**config.mk**
```make
export PLATFORM = sky130hd
export DESIGN_NAME = csh_front
export DESIGN_NICKNAME = d
export VERILOG_FILES = /design/src/csh_pkg.sv /design/src/csh_front.sv
export SDC_FILE = /design/constraint.sdc
export NUM_CORES = 2
export LEC_CHECK = 0
export BUFFER_PORTS_ARGS = -buffer_cell sky130_fd_sc_hd__buf_2
export CAP_MARGIN = 20
export CORE_ASPECT_RATIO = 1.2
export CORE_MARGIN = 5
export CORE_UTILIZATION = 40
export DETAILED_ROUTE_END_ITERATION = 7
export GPL_ROUTABILITY_DRIVEN = 1
export PLACE_DENSITY = 0.62
export SETUP_SLACK_MARGIN = 0.3
export SLEW_MARGIN = 20
export SYNTH_ARGS = -nofsm -noshare
export SYNTH_HDL_FRONTEND = slang
export SYNTH_SLANG_ARGS = --single-unit
```
**constraint.sdc**
```tcl
create_clock -name clk_i -period 6.7 [get_ports clk_i]
set_input_delay 0 -clock clk_i [delete_from_list [all_inputs] [get_ports clk_i]]
set_output_delay 0 -clock clk_i [all_outputs]
set_load 0.03 [all_outputs]
```
**src/csh_pkg.sv**
```systemverilog
// Shared types and constants of the cluster shower-shape block.
// Used by every module in src but csh_checker; depends on nothing else.
package csh_pkg;

  localparam int unsigned MaxHitsDefault    = 256;
  localparam int unsigned EnergyBitsDefault = 16;

  localparam int unsigned EW     = 16;  // hit energy
  localparam int unsigned PosW   = 6;   // row / column
  localparam int unsigned IdW    = 12;  // tower id
  localparam int unsigned CeW    = 24;  // cluster energy and weight sum
  localparam int unsigned MomW   = 30;  // first moments
  localparam int unsigned SqW    = 36;  // second moments
  localparam int unsigned ProdW  = 60;  // products of moments
  localparam int unsigned DenW   = 48;  // divisor width
  localparam int unsigned CapW   = 26;  // quotient width after capping
  localparam int unsigned DvdW   = 76;  // numerator shifted by up to 16

  localparam logic [CapW-1:0] CapFrac   = CapW'(65535);
  localparam logic [CapW-1:0] CapAsym   = CapW'(65536);
  localparam logic [CapW-1:0] CapSpread = CapW'(67108863);
  localparam logic [CapW-1:0] CapCovPos = CapW'(262143);
  localparam logic [CapW-1:0] CapCovNeg = CapW'(262144);

  // One finished cluster as handed from the front to the back.
  typedef struct packed {
    logic [CeW-1:0]  ce;
    logic [CeW-1:0]  w;
    logic [EW-1:0]   e1;
    logic [EW-1:0]   e2;
    logic            has2;
    logic [IdW-1:0]  tower;
    logic [PosW-1:0] row;
    logic [PosW-1:0] col;
    logic [MomW-1:0] sc;
    logic [MomW-1:0] sr;
    logic [SqW-1:0]  scc;
    logic [SqW-1:0]  srr;
    logic [SqW-1:0]  scr;
  } csh_job_t;

  typedef struct packed {
    logic             start;
    logic [ProdW-1:0] num;
    logic [DenW-1:0]  den;
    logic [4:0]       sh;
    logic [CapW-1:0]  cap;
  } csh_div_req_t;

  typedef struct packed {
    logic            done;
    logic [CapW-1:0] quo;
  } csh_div_rsp_t;

endpackage

```
**src/csh_front.sv**
```systemverilog
// Front end: registers each hit, tracks seed and second energy and
// accumulates the weighted moments. Depends on csh_pkg.
module csh_front #(
  parameter int unsigned MAX_HITS    = 256,
  parameter int unsigned ENERGY_BITS = 16
) (
  input  logic                     clk_i,
  input  logic                     rst_ni,
  input  logic                     in_valid_i,
  output logic                     in_ready_o,
  input  logic [csh_pkg::EW-1:0]   hit_energy_i,
  input  logic [csh_pkg::PosW-1:0] hit_row_i,
  input  logic [csh_pkg::PosW-1:0] hit_col_i,
  input  logic [csh_pkg::IdW-1:0]  hit_id_i,
  input  logic [csh_pkg::CeW-1:0]  cluster_energy_i,
  input  logic                     last_hit_i,
  output logic                     push_o,
  output csh_pkg::csh_job_t        push_data_o,
  input  logic                     full_i
);
  import csh_pkg::*;

  localparam int unsigned CntW = $clog2(MAX_HITS + 1);
  localparam logic [EW-1:0] EMask = (ENERGY_BITS >= EW) ? {EW{1'b1}} :
                                    EW'((1 << ENERGY_BITS) - 1);

  logic             s1_valid_q;
  logic [EW-1:0]    s1_e_q;
  logic [PosW-1:0]  s1_row_q, s1_col_q;
  logic [IdW-1:0]   s1_id_q;
  logic [CeW-1:0]   s1_ce_q;
  logic             s1_last_q;
  logic [2*PosW-1:0] s1_csq_q, s1_rsq_q, s1_cr_q;

  logic [CntW-1:0]  hits_q, hits_n;
  logic [EW-1:0]    best_q, best_n, sec_q, sec_n;
  logic             sec_v_q, sec_v_n;
  logic [IdW-1:0]   tower_q, tower_n;
  logic [PosW-1:0]  brow_q, brow_n, bcol_q, bcol_n;
  logic [CeW-1:0]   w_q, w_n;
  logic [MomW-1:0]  sc_q, sc_n, sr_q, sr_n;
  logic [SqW-1:0]   scc_q, scc_n, srr_q, srr_n, scr_q, scr_n;

  logic                  adv, take, first;
  logic [EW+PosW-1:0]    ec, er;
  logic [EW+2*PosW-1:0]  ecc, err, ecr;

  assign adv        = s1_valid_q && (!s1_last_q || !full_i);
  assign in_ready_o = !s1_valid_q || adv;
  assign take       = hits_q < CntW'(MAX_HITS);
  assign first      = (hits_q == '0);

  assign ec  = s1_e_q * s1_col_q;
  assign er  = s1_e_q * s1_row_q;
  assign ecc = s1_e_q * s1_csq_q;
  assign err = s1_e_q * s1_rsq_q;
  assign ecr = s1_e_q * s1_cr_q;

  always_comb begin
    hits_n  = hits_q;
    best_n  = best_q;
    sec_n   = sec_q;
    sec_v_n = sec_v_q;
    tower_n = tower_q;
    brow_n  = brow_q;
    bcol_n  = bcol_q;
    w_n     = w_q;
    sc_n    = sc_q;
    sr_n    = sr_q;
    scc_n   = scc_q;
    srr_n   = srr_q;
    scr_n   = scr_q;
    if (take) begin
      if (first || s1_e_q > best_q) begin
        if (!first) begin
          sec_n   = best_q;
          sec_v_n = 1'b1;
        end
        best_n  = s1_e_q;
        tower_n = s1_id_q;
        brow_n  = s1_row_q;
        bcol_n  = s1_col_q;
      end else if (!sec_v_q || s1_e_q > sec_q) begin
        sec_n   = s1_e_q;
        sec_v_n = 1'b1;
      end
      w_n    = w_q + CeW'(s1_e_q);
      sc_n   = sc_q + MomW'(ec);
      sr_n   = sr_q + MomW'(er);
      scc_n  = scc_q + SqW'(ecc);
      srr_n  = srr_q + SqW'(err);
      scr_n  = scr_q + SqW'(ecr);
      hits_n = hits_q + CntW'(1);
    end
  end

  assign push_o            = adv && s1_last_q;
  assign push_data_o.ce    = s1_ce_q;
  assign push_data_o.w     = w_n;
  assign push_data_o.e1    = best_n;
  assign push_data_o.e2    = sec_n;
  assign push_data_o.has2  = sec_v_n && (sec_n != '0);
  assign push_data_o.tower = tower_n;
  assign push_data_o.row   = brow_n;
  assign push_data_o.col   = bcol_n;
  assign push_data_o.sc    = sc_n;
  assign push_data_o.sr    = sr_n;
  assign push_data_o.scc   = scc_n;
  assign push_data_o.srr   = srr_n;
  assign push_data_o.scr   = scr_n;

  always_ff @(posedge clk_i or negedge rst_ni) begin
    if (!rst_ni) begin
      s1_valid_q <= 1'b0;
    end else if (in_valid_i && in_ready_o) begin
      s1_valid_q <= 1'b1;
    end else if (adv) begin
      s1_valid_q <= 1'b0;
    end
  end

  always_ff @(posedge clk_i) begin
    if (in_valid_i && in_ready_o) begin
      s1_e_q    <= hit_energy_i & EMask;
      s1_row_q  <= hit_row_i;
      s1_col_q  <= hit_col_i;
      s1_id_q   <= hit_id_i;
      s1_ce_q   <= cluster_energy_i;
      s1_last_q <= last_hit_i;
      s1_csq_q  <= hit_col_i * hit_col_i;
      s1_rsq_q  <= hit_row_i * hit_row_i;
      s1_cr_q   <= hit_col_i * hit_row_i;
    end
  end

  always_ff @(posedge clk_i or negedge rst_ni) begin
    if (!rst_ni) begin
      hits_q  <= '0;
      best_q  <= '0;
      sec_q   <= '0;
      sec_v_q <= 1'b0;
      tower_q <= '0;
      brow_q  <= '0;
      bcol_q  <= '0;
      w_q     <= '0;
      sc_q    <= '0;
      sr_q    <= '0;
      scc_q   <= '0;
      srr_q   <= '0;
      scr_q   <= '0;
    end else if (adv) begin
      if (s1_last_q) begin
        hits_q  <= '0;
        best_q  <= '0;
        sec_q   <= '0;
        sec_v_q <= 1'b0;
        tower_q <= '0;
        brow_q  <= '0;
        bcol_q  <= '0;
        w_q     <= '0;
        sc_q    <= '0;
        sr_q    <= '0;
        scc_q   <= '0;
        srr_q   <= '0;
        scr_q   <= '0;
      end else begin
        hits_q  <= hits_n;
        best_q  <= best_n;
        sec_q   <= sec_n;
        sec_v_q <= sec_v_n;
        tower_q <= tower_n;
        brow_q  <= brow_n;
        bcol_q  <= bcol_n;
        w_q     <= w_n;
        sc_q    <= sc_n;
        sr_q    <= sr_n;
        scc_q   <= scc_n;
        srr_q   <= srr_n;
        scr_q   <= scr_n;
      end
    end
  end

endmodule

```
-- After elaboration in Yosys (flattened, before gate mapping)
Cells that the tools add are included.
- flip-flop bits (word level): 360
- input port bits: 69
- output and inout bits: 275
- word-level logic and storage cells: 96
- $add $sub $neg: 7
- multipliers: 8
- $lt $le $gt $ge: 3
- mux-type cells: 38
- reductions and logical operators: 17
- operators by type and width (kind ; count):
    2-to-1 mux 36 bit ; 6
    2-to-1 mux 16 bit ; 8
    2-to-1 mux 30 bit ; 4
    adder 36 x 28 -> 36 bit ; 3
    multiplier 16 x 12 -> 28 bit ; 3
    adder 30 x 22 -> 30 bit ; 2
    2-to-1 mux 24 bit ; 2
    multiplier 16 x 6 -> 22 bit ; 2
    multiplier 6 x 6 -> 12 bit ; 3
    2-to-1 mux 12 bit ; 3
    2-to-1 mux 6 bit ; 6
    greater-than comparator 16 bit ; 2
    adder 24 x 16 -> 24 bit ; 1
    2-to-1 mux 9 bit ; 2
    nonzero test 16 bit ; 1
    adder 9 x 1 -> 9 bit, second input constant ; 1
    logical NOT 9 bit ; 1
    less-than comparator 9 bit, second input constant ; 1
    2-to-1 mux 1 bit ; 7
    logical AND 1 bit ; 4
    logical NOT 1 bit ; 4
    logical OR 1 bit ; 4
    nonzero test 2 bit ; 2
    AND reduction 2 bit ; 1

-- Depth between registers and ports, before layout
- depth in word-level cells: 7
- depth in mapped cells: 23
- gate-level depth less buffers: 21

-- Least setup slack after synthesis
Ideal clock, no wire load.
- path type: flip-flop to output port
- from: register s1_e_q[9]
- to: output push_data_o[28] (netlist bit)
- arrival: 6274 ps
- required time: 6700 ps
- slack: 426 ps
- stages on the path, launching flop included: 22
- path buffers: 2
- cell sequence: edfxtp_1 > clkbuf_1 > clkbuf_1 > nand2_1 > fa_1 > inv_1 > fa_1 > fa_1 > fa_1 > inv_1 > fa_1 > inv_1 > ha_1 > a21oi_1 > o21ai_1 > a221o_1 > a2111o_1 > o221ai_1 > o21ai_1 > a31oi_1 > xor2_1 > o21ai_0
- RTL lines (element ; line ; RTL):
    start, declared ; csh_front.sv:28 ; logic [EW-1:0] s1_e_q;
    start signal, assigned ; csh_front.sv:124 ; s1_e_q <= hit_energy_i & EMask;
    end, declared ; csh_front.sv:18 ; output csh_pkg::csh_job_t push_data_o,

==> flow_summary.json <==
{
  "critical_path.startpoint_type": "flip-flop",
  "cp.arrival_ps": 6660,
  "setup_viol_count_final": 0,
  "yosys_warnings": 0,
  "grt_pass1_vias": 41900,
  "slew_headroom_pct": 28.7,
  "dieArea_sq_um": 128000,
  "yosysUniqueCellTypes": 85,
  "cp_top_family": "adder cells",
  "avgSynthCellArea_sq_um": 8.83,
  "post-route-period-util_pct": 99.4,
  "critPathCaptureType": "output port",
  "area_growth_pct": 20.6,
  "drt-pass1-iter-count": 7,
  "wl_mm": 161,
  "rows": 139,
  "cp_common_cell": "fa_1",
  "run_status": "completed",
  "synth_edf_count": 97,
  "vias_per_cell": 5.35,
  "multiInputGateArea_sq_um": 35400,
  "clk_latency_ps": 640,
  "dp_hpwl_mm": 117,
  "slowest_delay_ps": 560,
  "synth-seq-area-share_pct": 19.5,
  "fin_util_pct": 48.6,
  "synthesis.area_sq_um": 48300,
  "worstSetupStartpoint": "s1_e_q[5]$_DFFE_PP_",
  "tightest_slew_ps": 1070,
  "drt_iter0_markers": 2749,
  "wl_per_cell_microns": 21.3,
  "antenna_found_initial": 5,
  "vias": 40500,
  "required_ps": 6700,
  "async_reset_ff_share_pct": 72.8,
  "gp_congestion": 0.914,
  "die_w_microns": 327,
  "synth_top_area_share_pct": 27.2,
  "die_y_microns": 391,
  "drive_above_1_share_pct": 17.1,
  "fin_area_sq_um": 58200,
  "grt_pass1_wl_mm": 244,
  "max_cap_violations": 0,
  "grt_max_degree": 123,
  "path_class": "reg2out",
  "numPortBuffers": 343,
  "path_clk_slew_ps": 70,
  "core_area_sq_um": 120000,
  "drv_slew": 0,
  "ys_ff_latch": 356,
  "path_cells": "buf_6 > buf_12 > and2_4 > fa_1 > inv_2 > fa_1 > inv_2 > fa_1 > fa_1 > inv_1 > fa_1 > inv_2 > ha_4 > o211a_1 > a211oi_2 > buf_4 > nand3b_1 > a21o_1 > a21oi_2 > o2111a_1 > o31a_1 > or3_4 > a31o_4 > buf_6",
  "slowest_stage": "fa_1",
  "synth_area_leaders": "fa_1 27%, dfrtp_1 13%, ha_1 11%",
  "cts_buffers": 47,
  "dpl-instance-area_sq_um": 52300,
  "fin_crit_ps": 6660,
  "fill_cells": 11200,
  "final_nets": 7118,
  "syn_nets": 6606,
  "drc": 0,
  "worstPathBufferInverterCount": 8,
  "grt_usage_pct": 24.6,
  "max_freq_mhz": 150,
  "r2r-start": "s1_e_q[8]$_DFFE_PP_",
  "cts_tree": "yes",
  "postRouteAntennaNets": 0,
  "hold_viol": 0,
  "synthCells": 5464,
  "skew_ps": 32.8,
  "cts_root_buf": "clkbuf_16",
  "ioPinCount": 344,
  "htreeDepth": 2,
  "synthFlopType": "dfrtp_1",
  "synth_top_cell_by_area": "fa_1",
  "grt-ovfl-total": 0,
  "hp-class": "in2async",
  "start_util_pct": 40.3,
  "cts_buffer_depth": 3,
  "grt_setup_unrepaired": "true",
  "crit_fanout": 6,
  "regArea_sq_um": 9400,
  "clock_sinks": 356
}
registers in the layout, indices dropped and copies added (netlist names), 6 cells and up:
| signal | count |
|---|---|
| scc_q | 36 |
| scr_q | 36 |
| srr_q | 36 |
| sc_q | 30 |
| sr_q | 30 |
| s1_ce_q | 24 |
| w_q | 24 |
| best_q | 16 |
| s1_e_q | 16 |
| sec_q | 16 |
| s1_cr_q | 12 |
| s1_id_q | 12 |
| tower_q | 12 |
| s1_csq_q | 10 |
| s1_rsq_q | 10 |
| hits_q | 9 |
| bcol_q | 6 |
| brow_q | 6 |
| s1_col_q | 6 |
| s1_row_q | 6 |
cells in the final DEF (no fill, tap or decap), drive strengths merged, types with 9 or more instances in the layout:
cell / n
inv: 1073
nand2: 770
fa: 655
buf: 643
ha: 418
and2: 406
o21ai: 313
dfrtp: 259
a21oi: 165
nor2: 135
xnor2: 98
edfxtp: 97
xor2: 77
nand3: 71
clkbuf: 71
a22o: 70
a21o: 70
dlygate4sd3: 68
mux2: 50
nor2b: 38
nor3: 33
o21a: 27
o22ai: 24
o21bai: 23
nand2b: 23
a31oi: 22
o311ai: 20
o211ai: 19
nand4: 18
and3: 18
clkinv: 18
or3: 17
o31ai: 16
or4: 15
nor4: 13
a22oi: 11
a211oi: 11
mux2i: 9
per-stage QoR:
stage	TNS [ps]	hold slack, ps	instances	worst slack (ps)
3_3_place_gp	0	96.0	7250	295
3_5_place_dp	0	92.4	7250	238
5_1_grt	-422	71.3	7566	-81.7
4_1_cts	0	9.64	7518	93.9
6_report	0	13.1	7567	38.7
2_1_floorplan	0	-296	5464	426
worst paths after layout:
kind,endpoint,slack (ps),depth (start not counted)
worst max-delay path,push_data_o[101],40,24
worst min register to register,bcol_q[4]$_DFFE_PN0P_,500,1
worst min-delay path,sc_q[10]$_DFFE_PN0P_,10,2
min in group clk_i,scr_q[2]$_DFFE_PN0P_,80,4
worst max register to register,scr_q[35]$_DFFE_PN0P_,460,24
max in group asynchronous,scr_q[23]$_DFFE_PN0P_,5320,3
cell usage after synthesis (77+ instances only):
library cell,n
inv_1,1072
nand2_1,770
fa_1,655
ha_1,418
and2_1,406
o21ai_0,284
dfrtp_1,259
clkbuf_1,239
a21oi_1,163
nor2_1,135
xnor2_1,98
edfxtp_1,97
xor2_1,77
worst reg2reg max path: cells and delay by family, from the launching register on:
kind	cells	cell delay, ps
flip-flops	1	390
buffers and inverters	8	1040
AND/OR/NAND/NOR	2	650
adder cells (fa/ha/maj)	6	2750
AO/OA/AOI/OAI	8	1320
metal layers:
| metal | track usage [%] | wire length, microns |
|---|---|---|
| met1 | 30.3 | 62900 |
| met5 | 0 | 0 |
| met4 | 10.5 | 8330 |
| met2 | 42.5 | 78300 |
| met3 | 4.50 | 11800 |
layout make-up:
type	count	share of cell area [%]
Antenna cell	1	0.00430
Multi-Input combinational cell	3776	60.8
Tap cell	1551	3.33
Timing Repair Buffer	723	10.0
Clock buffer	62	2.29
Clock inverter	26	0.488
Sequential cell	356	16.1
Inverter	1072	6.91
cell families after synthesis:
logic type                 synth area share [%]
and+or+nand+nor                            15.7
buffers and inverters                      10.4
adders and majority gates                  38.0
AOI/OAI and AO/OA                          11.8
DFF                                        19.5
xor gates and xnor gates                   3.18
muxes                                      1.41
timing repair:
action                                  4_1_cts  5_1_grt
gates resized for setup                     248      224
cloned                                       14        3
pin swaps                                    65      118
buffers inserted                             98       45
endpoints found under the setup margin       70       91
hold buffers                                 68        0
endpoints found under the hold margin       154        0
Power is left out: the tool's default activity adds up to more than one toggle a clock period on the data nets, which glitch-free logic cannot reach.
