### config.mk
export PLATFORM = sky130hd
export DESIGN_NAME = csh_back
export DESIGN_NICKNAME = d
export VERILOG_FILES = /design/src/csh_pkg.sv /design/src/csh_div.sv /design/src/csh_back.sv
export SDC_FILE = /design/constraint.sdc
export NUM_CORES = 2
export LEC_CHECK = 0
export CORE_MARGIN = 2
export CORE_UTILIZATION = 60
export CTS_CLUSTER_SIZE = 40
export DETAILED_ROUTE_END_ITERATION = 12
export DONT_BUFFER_PORTS = 1
export MAX_ROUTING_LAYER = met4
export PLACE_DENSITY = 0.81
export RECOVER_POWER = 50
export SETUP_SLACK_MARGIN = 0.1
export SYNTH_ARGS = -nofsm -noshare
export SYNTH_HDL_FRONTEND = slang
export SYNTH_SLANG_ARGS = --single-unit
### constraint.sdc
create_clock -name clk_i -period 9.7 [get_ports clk_i]
set_input_delay 0.485 -clock clk_i [delete_from_list [all_inputs] [get_ports clk_i]]
set_output_delay 0.485 -clock clk_i [all_outputs]
set_load 0.005 [all_outputs]
### src/csh_pkg.sv
// Shared types and constants of the cluster shower-shape block.
// Used by every module in src but csh_checker; depends on nothing else.
package csh_pkg;

  localparam int unsigned MaxHitsDefault    = 256;
  localparam int unsigned EnergyBitsDefault = 16;

  localparam int unsigned EW     = 16;  // hit energy
  localparam int unsigned PosW   = 6;   // row / column
  localparam int unsigned IdW    = 12;  // tower id
  localparam int unsigned CeW    = 24;  // cluster energy and weight sum
  localparam int unsigned MomW   = 30;  // first moments
  localparam int unsigned SqW    = 36;  // second moments
  localparam int unsigned ProdW  = 60;  // products of moments
  localparam int unsigned DenW   = 48;  // divisor width
  localparam int unsigned CapW   = 26;  // quotient width after capping
  localparam int unsigned DvdW   = 76;  // numerator shifted by up to 16

  localparam logic [CapW-1:0] CapFrac   = CapW'(65535);
  localparam logic [CapW-1:0] CapAsym   = CapW'(65536);
  localparam logic [CapW-1:0] CapSpread = CapW'(67108863);
  localparam logic [CapW-1:0] CapCovPos = CapW'(262143);
  localparam logic [CapW-1:0] CapCovNeg = CapW'(262144);

  // One finished cluster as handed from the front to the back.
  typedef struct packed {
    logic [CeW-1:0]  ce;
    logic [CeW-1:0]  w;
    logic [EW-1:0]   e1;
    logic [EW-1:0]   e2;
    logic            has2;
    logic [IdW-1:0]  tower;
    logic [PosW-1:0] row;
    logic [PosW-1:0] col;
    logic [MomW-1:0] sc;
    logic [MomW-1:0] sr;
    logic [SqW-1:0]  scc;
    logic [SqW-1:0]  srr;
    logic [SqW-1:0]  scr;
  } csh_job_t;

  typedef struct packed {
    logic             start;
    logic [ProdW-1:0] num;
    logic [DenW-1:0]  den;
    logic [4:0]       sh;
    logic [CapW-1:0]  cap;
  } csh_div_req_t;

  typedef struct packed {
    logic            done;
    logic [CapW-1:0] quo;
  } csh_div_rsp_t;

endpackage

### src/csh_div.sv
// Restoring divider, one quotient bit per cycle, result capped.
// Depends on csh_pkg.
module csh_div (
  input  logic                  clk_i,
  input  logic                  rst_ni,
  input  csh_pkg::csh_div_req_t req_i,
  output csh_pkg::csh_div_rsp_t rsp_o
);
  import csh_pkg::*;

  localparam int unsigned CntW = $clog2(DvdW);

  logic            busy_q, done_q;
  logic [CntW-1:0] cnt_q;
  logic [DvdW-1:0] dvd_q, quo_q;
  logic [DenW-1:0] rem_q, den_q;
  logic [CapW-1:0] cap_q;
  logic [DenW:0]   rs;
  logic            ge;

  assign rs = {rem_q, dvd_q[DvdW-1]};
  assign ge = rs >= {1'b0, den_q};

  assign rsp_o.done = done_q;
  assign rsp_o.quo  = (quo_q > DvdW'(cap_q)) ? cap_q : quo_q[CapW-1:0];

  always_ff @(posedge clk_i or negedge rst_ni) begin
    if (!rst_ni) begin
      busy_q <= 1'b0;
      done_q <= 1'b0;
      cnt_q  <= '0;
    end else begin
      done_q <= 1'b0;
      if (req_i.start) begin
        busy_q <= 1'b1;
        cnt_q  <= '0;
      end else if (busy_q) begin
        cnt_q <= cnt_q + CntW'(1);
        if (cnt_q == CntW'(DvdW - 1)) begin
          busy_q <= 1'b0;
          done_q <= 1'b1;
        end
      end
    end
  end

  always_ff @(posedge clk_i) begin
    if (req_i.start) begin
      dvd_q <= DvdW'(req_i.num) << req_i.sh;
      rem_q <= '0;
      quo_q <= '0;
      den_q <= req_i.den;
      cap_q <= req_i.cap;
    end else if (busy_q) begin
      rem_q <= ge ? DenW'(rs - {1'b0, den_q}) : rs[DenW-1:0];
      quo_q <= {quo_q[DvdW-2:0], ge};
      dvd_q <= {dvd_q[DvdW-2:0], 1'b0};
    end
  end

endmodule

### src/csh_back.sv
// Back end: sequencer that turns one finished cluster into its result with
// a serial multiplier, the shared divider and a serial square root.
// Depends on csh_pkg and csh_div.
module csh_back (
  input  logic                     clk_i,
  input  logic                     rst_ni,
  input  logic [csh_pkg::CeW-1:0]  min_energy_i,
  input  csh_pkg::csh_job_t        job_i,
  input  logic                     empty_i,
  output logic                     pop_o,
  output logic                     out_valid_o,
  input  logic                     out_ready_i,
  output logic                     cluster_kept_o,
  output logic [csh_pkg::IdW-1:0]  seed_tower_o,
  output logic [csh_pkg::PosW-1:0] seed_row_out_o,
  output logic [csh_pkg::PosW-1:0] seed_col_out_o,
  output logic [csh_pkg::EW-1:0]   seed_energy_o,
  output logic [15:0]              seed_fraction_o,
  output logic [15:0]              second_fraction_o,
  output logic [16:0]              top_two_asymmetry_o,
  output logic [12:0]              sigma_col_o,
  output logic [12:0]              sigma_row_o,
  output logic signed [18:0]       col_row_covariance_o
);
  import csh_pkg::*;

  localparam logic [2:0] StIdle = 3'd0;
  localparam logic [2:0] StLoad = 3'd1;
  localparam logic [2:0] StMul  = 3'd2;
  localparam logic [2:0] StDiv  = 3'd3;
  localparam logic [2:0] StSqrt = 3'd4;
  localparam logic [2:0] StOut  = 3'd5;

  localparam logic [3:0] StpFs  = 4'd0;
  localparam logic [3:0] StpSs  = 4'd1;
  localparam logic [3:0] StpAs  = 4'd2;
  localparam logic [3:0] StpWw  = 4'd3;
  localparam logic [3:0] StpCa  = 4'd4;
  localparam logic [3:0] StpCb  = 4'd5;
  localparam logic [3:0] StpCd  = 4'd6;
  localparam logic [3:0] StpRa  = 4'd7;
  localparam logic [3:0] StpRb  = 4'd8;
  localparam logic [3:0] StpRd  = 4'd9;
  localparam logic [3:0] StpXa  = 4'd10;
  localparam logic [3:0] StpXb  = 4'd11;
  localparam logic [3:0] StpXd  = 4'd12;
  localparam logic [3:0] StpEnd = 4'd13;

  logic [2:0] st_q, st_d;
  logic [3:0] step_q, step_d;

  csh_job_t         job_q;
  logic             kept_q;
  logic [15:0]      frac1_q, frac2_q;
  logic [16:0]      asym_q;
  logic [12:0]      sigc_q, sigr_q;
  logic [18:0]      cov_q;
  logic [ProdW-1:0] ww_q, a_q, b_q, ma_q, macc_q;
  logic [MomW-1:0]  mb_q;
  logic [CapW-1:0]  sx_q, sr_q, sb_q;
  logic             out_valid_q;

  csh_div_req_t     div_req;
  csh_div_rsp_t     div_rsp;
  logic [ProdW-1:0] diff;
  logic             a_ge_b, kept_new, load_out, mul_start;
  logic [ProdW-1:0] mul_a;
  logic [MomW-1:0]  mul_b;
  logic [CapW:0]    sq_t;

  csh_div u_div (
    .clk_i  (clk_i),
    .rst_ni (rst_ni),
    .req_i  (div_req),
    .rsp_o  (div_rsp)
  );

  assign a_ge_b   = a_q >= b_q;
  assign diff     = a_ge_b ? (a_q - b_q) : (b_q - a_q);
  assign kept_new = (job_i.ce >= min_energy_i) && (job_i.w != '0);
  assign pop_o    = (st_q == StIdle) && !empty_i;
  assign load_out = (st_q == StOut) && (!out_valid_q || out_ready_i);
  assign sq_t     = {1'b0, sr_q} + {1'b0, sb_q};

  // Sequencer next state and step, with the divider and multiplier launches per step.
  always_comb begin
    div_req   = '0;
    mul_start = 1'b0;
    mul_a     = '0;
    mul_b     = '0;
    step_d    = step_q;
    st_d      = st_q;
    unique case (st_q)
      StIdle: begin
        if (!empty_i) begin
          step_d = StpFs;
          st_d   = kept_new ? StLoad : StOut;
        end
      end
      StLoad: begin
        unique case (step_q)
          StpFs: begin
            if (job_q.ce != '0) begin
              div_req = '{1'b1, ProdW'(job_q.e1), DenW'(job_q.ce), 5'd16, CapFrac};
              st_d    = StDiv;
            end else begin
              step_d = step_q + 4'd1;
            end
          end
          StpSs: begin
            if (job_q.has2 && job_q.ce != '0) begin
              div_req = '{1'b1, ProdW'(job_q.e2), DenW'(job_q.ce), 5'd16, CapFrac};
              st_d    = StDiv;
            end else begin
              step_d = step_q + 4'd1;
            end
          end
          StpAs: begin
            if (job_q.has2 && job_q.e1 != '0) begin
              div_req = '{1'b1, ProdW'(job_q.e1 - job_q.e2),
                          DenW'({1'b0, job_q.e1} + {1'b0, job_q.e2}), 5'd16, CapAsym};
              st_d    = StDiv;
            end else begin
              step_d = step_q + 4'd1;
            end
          end
          StpWw: begin
            mul_start = 1'b1;
            mul_a     = ProdW'(job_q.w);
            mul_b     = MomW'(job_q.w);
            st_d      = StMul;
          end
          StpCa: begin
            mul_start = 1'b1;
            mul_a     = ProdW'(job_q.scc);
            mul_b     = MomW'(job_q.w);
            st_d      = StMul;
          end
          StpCb: begin
            mul_start = 1'b1;
            mul_a     = ProdW'(job_q.sc);
            mul_b     = job_q.sc;
            st_d      = StMul;
          end
          StpRa: begin
            mul_start = 1'b1;
            mul_a     = ProdW'(job_q.srr);
            mul_b     = MomW'(job_q.w);
            st_d      = StMul;
          end
          StpRb: begin
            mul_start = 1'b1;
            mul_a     = ProdW'(job_q.sr);
            mul_b     = job_q.sr;
            st_d      = StMul;
          end
          StpXa: begin
            mul_start = 1'b1;
            mul_a     = ProdW'(job_q.scr);
            mul_b     = MomW'(job_q.w);
            st_d      = StMul;
          end
          StpXb: begin
            mul_start = 1'b1;
            mul_a     = ProdW'(job_q.sr);
            mul_b     = job_q.sc;
            st_d      = StMul;
          end
          StpCd, StpRd: begin
            div_req = '{1'b1, diff, ww_q[DenW-1:0], 5'd16, CapSpread};
            st_d    = StDiv;
          end
          StpXd: begin
            div_req = '{1'b1, diff, ww_q[DenW-1:0], 5'd8,
                        a_ge_b ? CapCovPos : CapCovNeg};
            st_d    = StDiv;
          end
          default: st_d = StOut;
        endcase
      end
      StMul: begin
        if (mb_q == '0) begin
          step_d = step_q + 4'd1;
          st_d   = StLoad;
        end
      end
      StDiv: begin
        if (div_rsp.done) begin
          if (step_q == StpCd || step_q == StpRd) begin
            st_d = StSqrt;
          end else begin
            step_d = step_q + 4'd1;
            st_d   = StLoad;
          end
        end
      end
      StSqrt: begin
        if (sb_q == '0) begin
          step_d = step_q + 4'd1;
          st_d   = StLoad;
        end
      end
      StOut: begin
        if (load_out) begin
          st_d = StIdle;
        end
      end
      default: st_d = StIdle;
    endcase
  end

  always_ff @(posedge clk_i or negedge rst_ni) begin
    if (!rst_ni) begin
      st_q        <= StIdle;
      step_q      <= StpFs;
      out_valid_q <= 1'b0;
    end else begin
      st_q   <= st_d;
      step_q <= step_d;
      if (load_out) begin
        out_valid_q <= 1'b1;
      end else if (out_ready_i) begin
        out_valid_q <= 1'b0;
      end
    end
  end

  always_ff @(posedge clk_i) begin
    if (pop_o) begin
      job_q   <= job_i;
      kept_q  <= kept_new;
      frac1_q <= '0;
      frac2_q <= '0;
      asym_q  <= 17'd65536;
      sigc_q  <= '0;
      sigr_q  <= '0;
      cov_q   <= '0;
    end
    if (mul_start) begin
      ma_q   <= mul_a;
      mb_q   <= mul_b;
      macc_q <= '0;
    end else if (st_q == StMul) begin
      if (mb_q == '0) begin
        unique case (step_q)
          StpWw:               ww_q <= macc_q;
          StpCa, StpRa, StpXa: a_q  <= macc_q;
          default:             b_q  <= macc_q;
        endcase
      end else begin
        if (mb_q[0]) begin
          macc_q <= macc_q + ma_q;
        end
        ma_q <= {ma_q[ProdW-2:0], 1'b0};
        mb_q <= mb_q >> 1;
      end
    end
    if (st_q == StDiv && div_rsp.done) begin
      unique case (step_q)
        StpFs: frac1_q <= div_rsp.quo[15:0];
        StpSs: frac2_q <= div_rsp.quo[15:0];
        StpAs: asym_q  <= div_rsp.quo[16:0];
        StpXd: cov_q   <= a_ge_b ? div_rsp.quo[18:0] : (~div_rsp.quo[18:0] + 19'd1);
        default: begin
          sx_q <= div_rsp.quo;
          sr_q <= '0;
          sb_q <= CapW'(1) << (CapW - 2);
        end
      endcase
    end
    if (st_q == StSqrt) begin
      if (sb_q == '0) begin
        if (step_q == StpCd) begin
          sigc_q <= sr_q[12:0];
        end else begin
          sigr_q <= sr_q[12:0];
        end
      end else begin
        if ({1'b0, sx_q} >= sq_t) begin
          sx_q <= CapW'({1'b0, sx_q} - sq_t);
          sr_q <= (sr_q >> 1) + sb_q;
        end else begin
          sr_q <= sr_q >> 1;
        end
        sb_q <= sb_q >> 2;
      end
    end
    if (load_out) begin
      cluster_kept_o       <= kept_q;
      seed_tower_o         <= kept_q ? job_q.tower : '0;
      seed_row_out_o       <= kept_q ? job_q.row : '0;
      seed_col_out_o       <= kept_q ? job_q.col : '0;
      seed_energy_o        <= kept_q ? job_q.e1 : '0;
      seed_fraction_o      <= kept_q ? frac1_q : '0;
      second_fraction_o    <= kept_q ? frac2_q : '0;
      top_two_asymmetry_o  <= kept_q ? asym_q : '0;
      sigma_col_o          <= kept_q ? sigc_q : '0;
      sigma_row_o          <= kept_q ? sigr_q : '0;
      col_row_covariance_o <= kept_q ? $signed(cov_q) : '0;
    end
  end

  assign out_valid_o = out_valid_q;

endmodule

# Yosys cells after proc, flatten, opt, wreduce, memory -nomap -nowiden
# Cells that the tools add are included.
# Widths: inputs -> output; s select.
[totals]
in_bits = 301
elab_cells = 231
output_inout_bits = 137
reg_bits = 1190
[op_classes]
n_lt_le_gt_ge = 5
shift = 1
n_eq_ne = 32
mux = 90
n_reduce_logical = 36
bitwise_logic = 4
add_sub_neg = 12
[ops]
columns = ["operator", "count"]
rows = [
  ["$pmux 140 s5", 1],
  ["$mux 140", 4],
  ["$mux 26", 15],
  ["$mux 60", 4],
  ["$pmux 36 s6", 1],
  ["$mux 76", 2],
  ["$mux 30", 4],
  ["$sub 60x60->60", 2],
  ["$mux 13", 8],
  ["$mux 16", 6],
  ["$mux 19", 5],
  ["$pmux 30 s3", 1],
  ["$gt 76x26->1", 1],
  ["$shl 60x5->76", 1],
  ["$add 60x60->60", 1],
  ["$ge 60x60->1", 1],
  ["$mux 17", 3],
  ["$ge 49x48->1", 1],
  ["$mux 48", 1],
  ["$reduce_bool 24->1", 2],
  ["$sub 48x48->48", 1],
  ["$mux 36", 1],
  ["$mux 4", 8],
  ["$logic_not 30->1", 1],
  ["49 further kinds", 105],
]

# Logic depth before layout (Yosys ltp)
[logic_depth]
depth_word = 7
mapped_depth = 28
depth_no_buf = 25

# Cells and area by module
# Synthesis repeated with hierarchy kept, for this count alone.
[unflattened]
hier_cells = 6674
hier_area_um2 = 67123.1
[modules_own_cells]
columns = ["mod", "seq_area_each_um2", "area_per_inst_um2", "instances", "cells_per_inst"]
rows = [
  ["csh_back", 24873.9, 49293.5, 1, 4843],
  ["csh_div", 7211.9, 17829.6, 1, 1831],
]

# Worst setup path before layout
# OpenSTA, ideal clock, no wires.
[synth_timing]
path_type = "reg2reg"
startpoint = "register st_q[2]"
endpoint = "register cluster_kept_o, enable pin"
setup_time_ns = 0.646
n_path_buf = 1
arrival_ns = 6.730
slack_ns = 2.324
t_required_ns = 9.054
path_stages_with_launch = 4
synth_period_minus_slack_ns = 7.376
path_cell_list = "dfrtp_1 -> clkbuf_1 -> nand3b_1 -> nor2b_1"
[synth_between]
elab_chain_len = 2
[synth_lines]
columns = ["element", "line", "source"]
rows = [
  ["from (decl)", "csh_back.sv:49", "logic [2:0] st_q, st_d;"],
  ["from (signal assigned)", "csh_back.sv:214", "st_q <= StIdle;"],
  ["from (signal assigned)", "csh_back.sv:218", "st_q <= st_d;"],
  ["$eq 3x3->1", "csh_back.sv:82", "assign load_out = (st_q == StOut) && (!out_valid_q || out_ready_i);"],
  ["$logic_and 1x1->1", "csh_back.sv:82", ""],
  ["net load_out", "csh_back.sv:66", "logic a_ge_b, kept_new, load_out, mul_start;"],
  ["to (signal assigned)", "csh_back.sv:289", "cluster_kept_o <= kept_q;"],
  ["to (decl)", "csh_back.sv:13", "output logic cluster_kept_o,"],
]
# The timed path passes the listed nets, and every way through them passes these cells.
# A chain may end at the register's enable or synchronous reset.

# Worst setup path after layout
[layout_timing]
startpoint = "register st_q[2]"
endpoint = "register sigma_row_o[5], enable pin"
[layout_between]
elab_chain_len = 2
[layout_lines]
columns = ["element", "line", "source"]
rows = [
  ["$eq 3x3->1", "csh_back.sv:82", ""],
  ["$logic_and 1x1->1", "csh_back.sv:82", ""],
  ["net load_out", "csh_back.sv:66", ""],
  ["to (signal assigned)", "csh_back.sv:298", "sigma_row_o <= kept_q ? sigr_q : '0;"],
  ["to (decl)", "csh_back.sv:22", "output logic [12:0] sigma_row_o,"],
]
# The timed path passes the listed nets, and every way through them passes these cells.

==> summary.txt <==
Synthesis
  • Top FF cell, synth: edfxtp_1
  • Mapped Cells: 6376
  • Synthesized area per cell: 10.1 um2
  • Ys Warns: 0
  • Post-synth ARST share: 1.45%
  • Mapped cell area: 0.0642 mm2
  • Seq/Total Area, Yosys: 49.0%
  • Post-synth EDFFs: 796
  • Netlist cell types: 107
  • Syn nets: 7077
  • Seq cells post-synth: 1169

Clock tree
  • H-tree depth: 3
  • CTS Buf Count: 115
  • Clock Tree Root: clkbuf_16
  • Clk Latency, worst-skew pair: 750 ps
  • Clock-pin slew on the worst setup and hold paths: 70 ps
  • CTS max path bufs: 3
  • CTS tree: done
  • Clock sink count: 1169

Layout
  • Finished Core Util: 67.3%
  • Layout area overhead: 11.7%
  • Final instance area: 0.0717 mm2
  • Final net count: 7172
  • Layout cells sized above 1: 5.28%

Detailed routing
  • Via Count: 52.4k
  • 1st-iter DRT viols: 6729
  • WL final: 190000 um
  • DRC viols: 0
  • Detailed Routing Iterations Pass 1: 9
  • Post-route antenna net violation count: 0
  • Via density: 6.57
  • Wirelength per Cell: 23.7 um

Power
  • Leakage power: 28.5 nW
  • Combinational cell fraction of total power: 1.4%
  • Psw: 2.13 mW
  • Int Pwr: 8.03 mW
  • Sw Share: 20.9%
  • Pwr/cell area: 142 mW/mm2
  • Clock Power Share: 46.5%
  • Max VDD drop: 0.000204 V
  • Reg power frac: 52.1%
  • Total power draw: 10.2 mW

Critical path
  • FF-to-FF End: sigma_row_o[5]
  • Slowest CP cell: clkbuf_1
  • CP Data Arrival Time: 7220 ps
  • WS Path Type: flip-flop to flip-flop
  • Required @ worst endpoint: 9940 ps
  • Most frequent CP cell: clkbuf_1
  • FF-to-FF Start: st_q[2]
  • Crit path max fanout: 82
  • CP Launch Type: flip-flop
  • CP Capture Type: flip-flop
  • Worst-path cell chain: nand3b_1 -> nor2b_4 -> clkbuf_1 -> clkbuf_1
  • Worst path max stage delay: 3080 ps
  • Reg2Reg Setup Slack: 2720 ps
  • Worst Reg-to-Reg Cells: 4

Outcome
  • Status: finished, violations left
  • Violated checks: capacitance limit, slew limit

Global routing
  • Largest net degree at the start of global routing: 155
  • Vias in the first global route: 49.8k
  • Antenna violations before repair: 18
  • First-pass GRT wire length: 289000 um
  • Global-route usage over all layers: 34.7%
  • Grt ovf: 0

Floorplanning
  • Die area: 0.110 mm2
  • Cell Rows: 120
  • Die W: 331 um
  • Core area: 0.107 mm2
  • I/O Pins: 438
  • Die height: 331 um
  • Initial Utilization: 60.2%

STA
  • Hold Slack: 66.7 ps
  • Skew final: 62.6 ps
  • Minimum clock period: 6980 ps
  • # setup viols final: 0
  • RSZ-0062 raised after global routing: false
  • Slew HR: -179%
  • Setup TNS: 0 ps
  • Max frequency: 143 MHz
  • Final Cycle Share: 72.0%
  • Fin. Hold Viols: 0
  • Max Slew Vio Count: 628
  • Least-Margin Pin Slew: 4180 ps

Worst hold path
  • Hold Path Sink: out_valid_o
  • Hold Path Class: primary input to flip-flop
  • Hold Crit Start: out_ready_i
  • WHS Path Cells: 2

Placement
  • DPL Wire Length: 129000 um
  • IO Port Bufs: 0
  • Placed Area: 0.0650 mm2
  • Routability congestion estimate: 1.02

Flow run
  • Max-Cap Viols: 11
-- per-stage QoR --
step / std cells / worst slack, ps
floorplan: 6376 / 2320
global placement: 7483 / 3680
detailed placement: 7483 / 3530
CTS: 7976 / 3510
global route: 7982 / 2160
finish: 7984 / 2720
-- cell usage in the layout (no fill, tap or decap), drive strengths merged, types with 47 or more instances in the layout --
cell	synthesis	final
edfxtp	796	796
a21oi	542	542
nand2	498	498
o21ai	465	465
nor2	454	454
ha	391	391
dfxtp	356	356
inv	346	355
dlygate4sd3	0	274
nand3	187	187
and2	186	186
a21o	173	173
clkbuf	244	154
xnor2	151	151
mux2i	144	144
xor2	101	101
nand4	96	96
nor3	81	81
o21bai	76	76
a31oi	73	73
a221oi	68	68
nor4	63	63
o211ai	63	63
and3	61	61
a22oi	54	54
a211oi	47	47
-- critical path, delay by kind of cell, from the launching register on --
family	cells	cell delay [ps]
DFF	1	630
and+or+nand+nor	2	380
buffers and inverters	2	5370
-- worst max path at each step --
stage / to / from / slack [ps]
2_1_floorplan: cluster_kept_o / st_q[2] / 2320
3_3_place_gp: sr_q[21] / sr_q[1] / 3680
3_5_place_dp: sr_q[21] / sr_q[1] / 3530
4_1_cts: sr_q[21] / sr_q[1] / 3510
5_1_grt: sigma_row_o[5] / st_q[2] / 2160
6_report: sigma_row_o[5] / st_q[2] / 2720
-- what timing repair did --
item	4_1_cts	5_1_grt
hold endpoints to repair	290	0
resized for setup	0	0
setup buffers	0	0
hold buffers	274	0
-- final cells by class --
| type | instances | area (um2) |
|---|---|---|
| inverter | 347 | 1310 |
| clock inverter | 76 | 836 |
| timing repair buffer | 331 | 3130 |
| fill | 7827 | 34900 |
| antenna | 8 | 20.0 |
| multi-input combinational | 4507 | 30000 |
| tap | 1403 | 1760 |
| sequential | 1169 | 31500 |
| clock buffer | 143 | 3150 |
-- sequential cells by signal, indices dropped and copies added (netlist names), 30 cells and up --
name         cells
u_div.quo_q     76
u_div.dvd_q     76
u_div.rem_q     48
job_q          273
mb_q            30
macc_q          60
ww_q            48
u_div.den_q     48
b_q             60
ma_q            60
a_q             60
-- power by group through the flow --
stage	Clock (mW)	Sequential, mW	Combinational, mW
after floorplan	0	5.40	0.0279
after global placement	0	5.40	0.0331
after detailed placement	0	5.40	0.0352
after CTS	4.69	5.29	0.129
after global routing	4.93	5.29	0.148
final	4.73	5.29	0.140
-- kinds of logic (layout without fill, tap and decap cells) --
logic type      after synthesis  count (layout)  synth area share (%)
mux                         150             150                  2.37
flops                      1169            1169                  49.0
xor+xnor                    252             252                  3.44
compound gates             1927            1927                  19.6
fa+ha+maj                   400             400                  7.90
simple gates               1777            1777                  13.3
buf+inv                     700             897                  4.40
other cells                   1               9               0.00584
-- cell usage after synthesis (all sizes together) (11+ instances only) --
master / count / area, um2
a21oi: 542 / 2740
a31oi: 73 / 503
edfxtp: 796 / 23900
a21o: 173 / 1300
a21boi: 18 / 139
nor4: 63 / 407
nand2b: 33 / 206
or4: 12 / 90.1
nand2: 498 / 1870
xor2: 101 / 885
o221ai: 13 / 114
a211oi: 47 / 358
dfxtp: 356 / 7130
inv: 346 / 1300
o31ai: 36 / 313
a2111oi: 14 / 136
o21ai: 465 / 2330
o211ai: 63 / 488
nor2b: 37 / 231
and2: 186 / 1160
nor2: 454 / 1710
a222oi: 42 / 420
o21bai: 76 / 571
or2: 16 / 100
and3: 61 / 387
mux2i: 144 / 1450
a22oi: 54 / 405
o31a: 16 / 140
clkbuf: 244 / 916
ha: 391 / 4890
a311oi: 11 / 96.3
dfrtp: 17 / 425
or3: 21 / 131
a31o: 14 / 123
o21a: 45 / 338
xnor2: 151 / 1320
nand3: 187 / 948
nand4: 96 / 607
nor3: 81 / 410
a22o: 40 / 350
a221oi: 68 / 614
buf: 109 / 607
a221o: 17 / 170
-- per-layer routing --
layer	track usage (%)	up-vias	wire length, um
met5	-	-	0
met4	15.3	0	9420
met3	5.25	642	17800
met2	55.0	3137	88400
met1	44.4	24900	73900
li1	-	23800	-
Power figures use the tool's default switching activity.
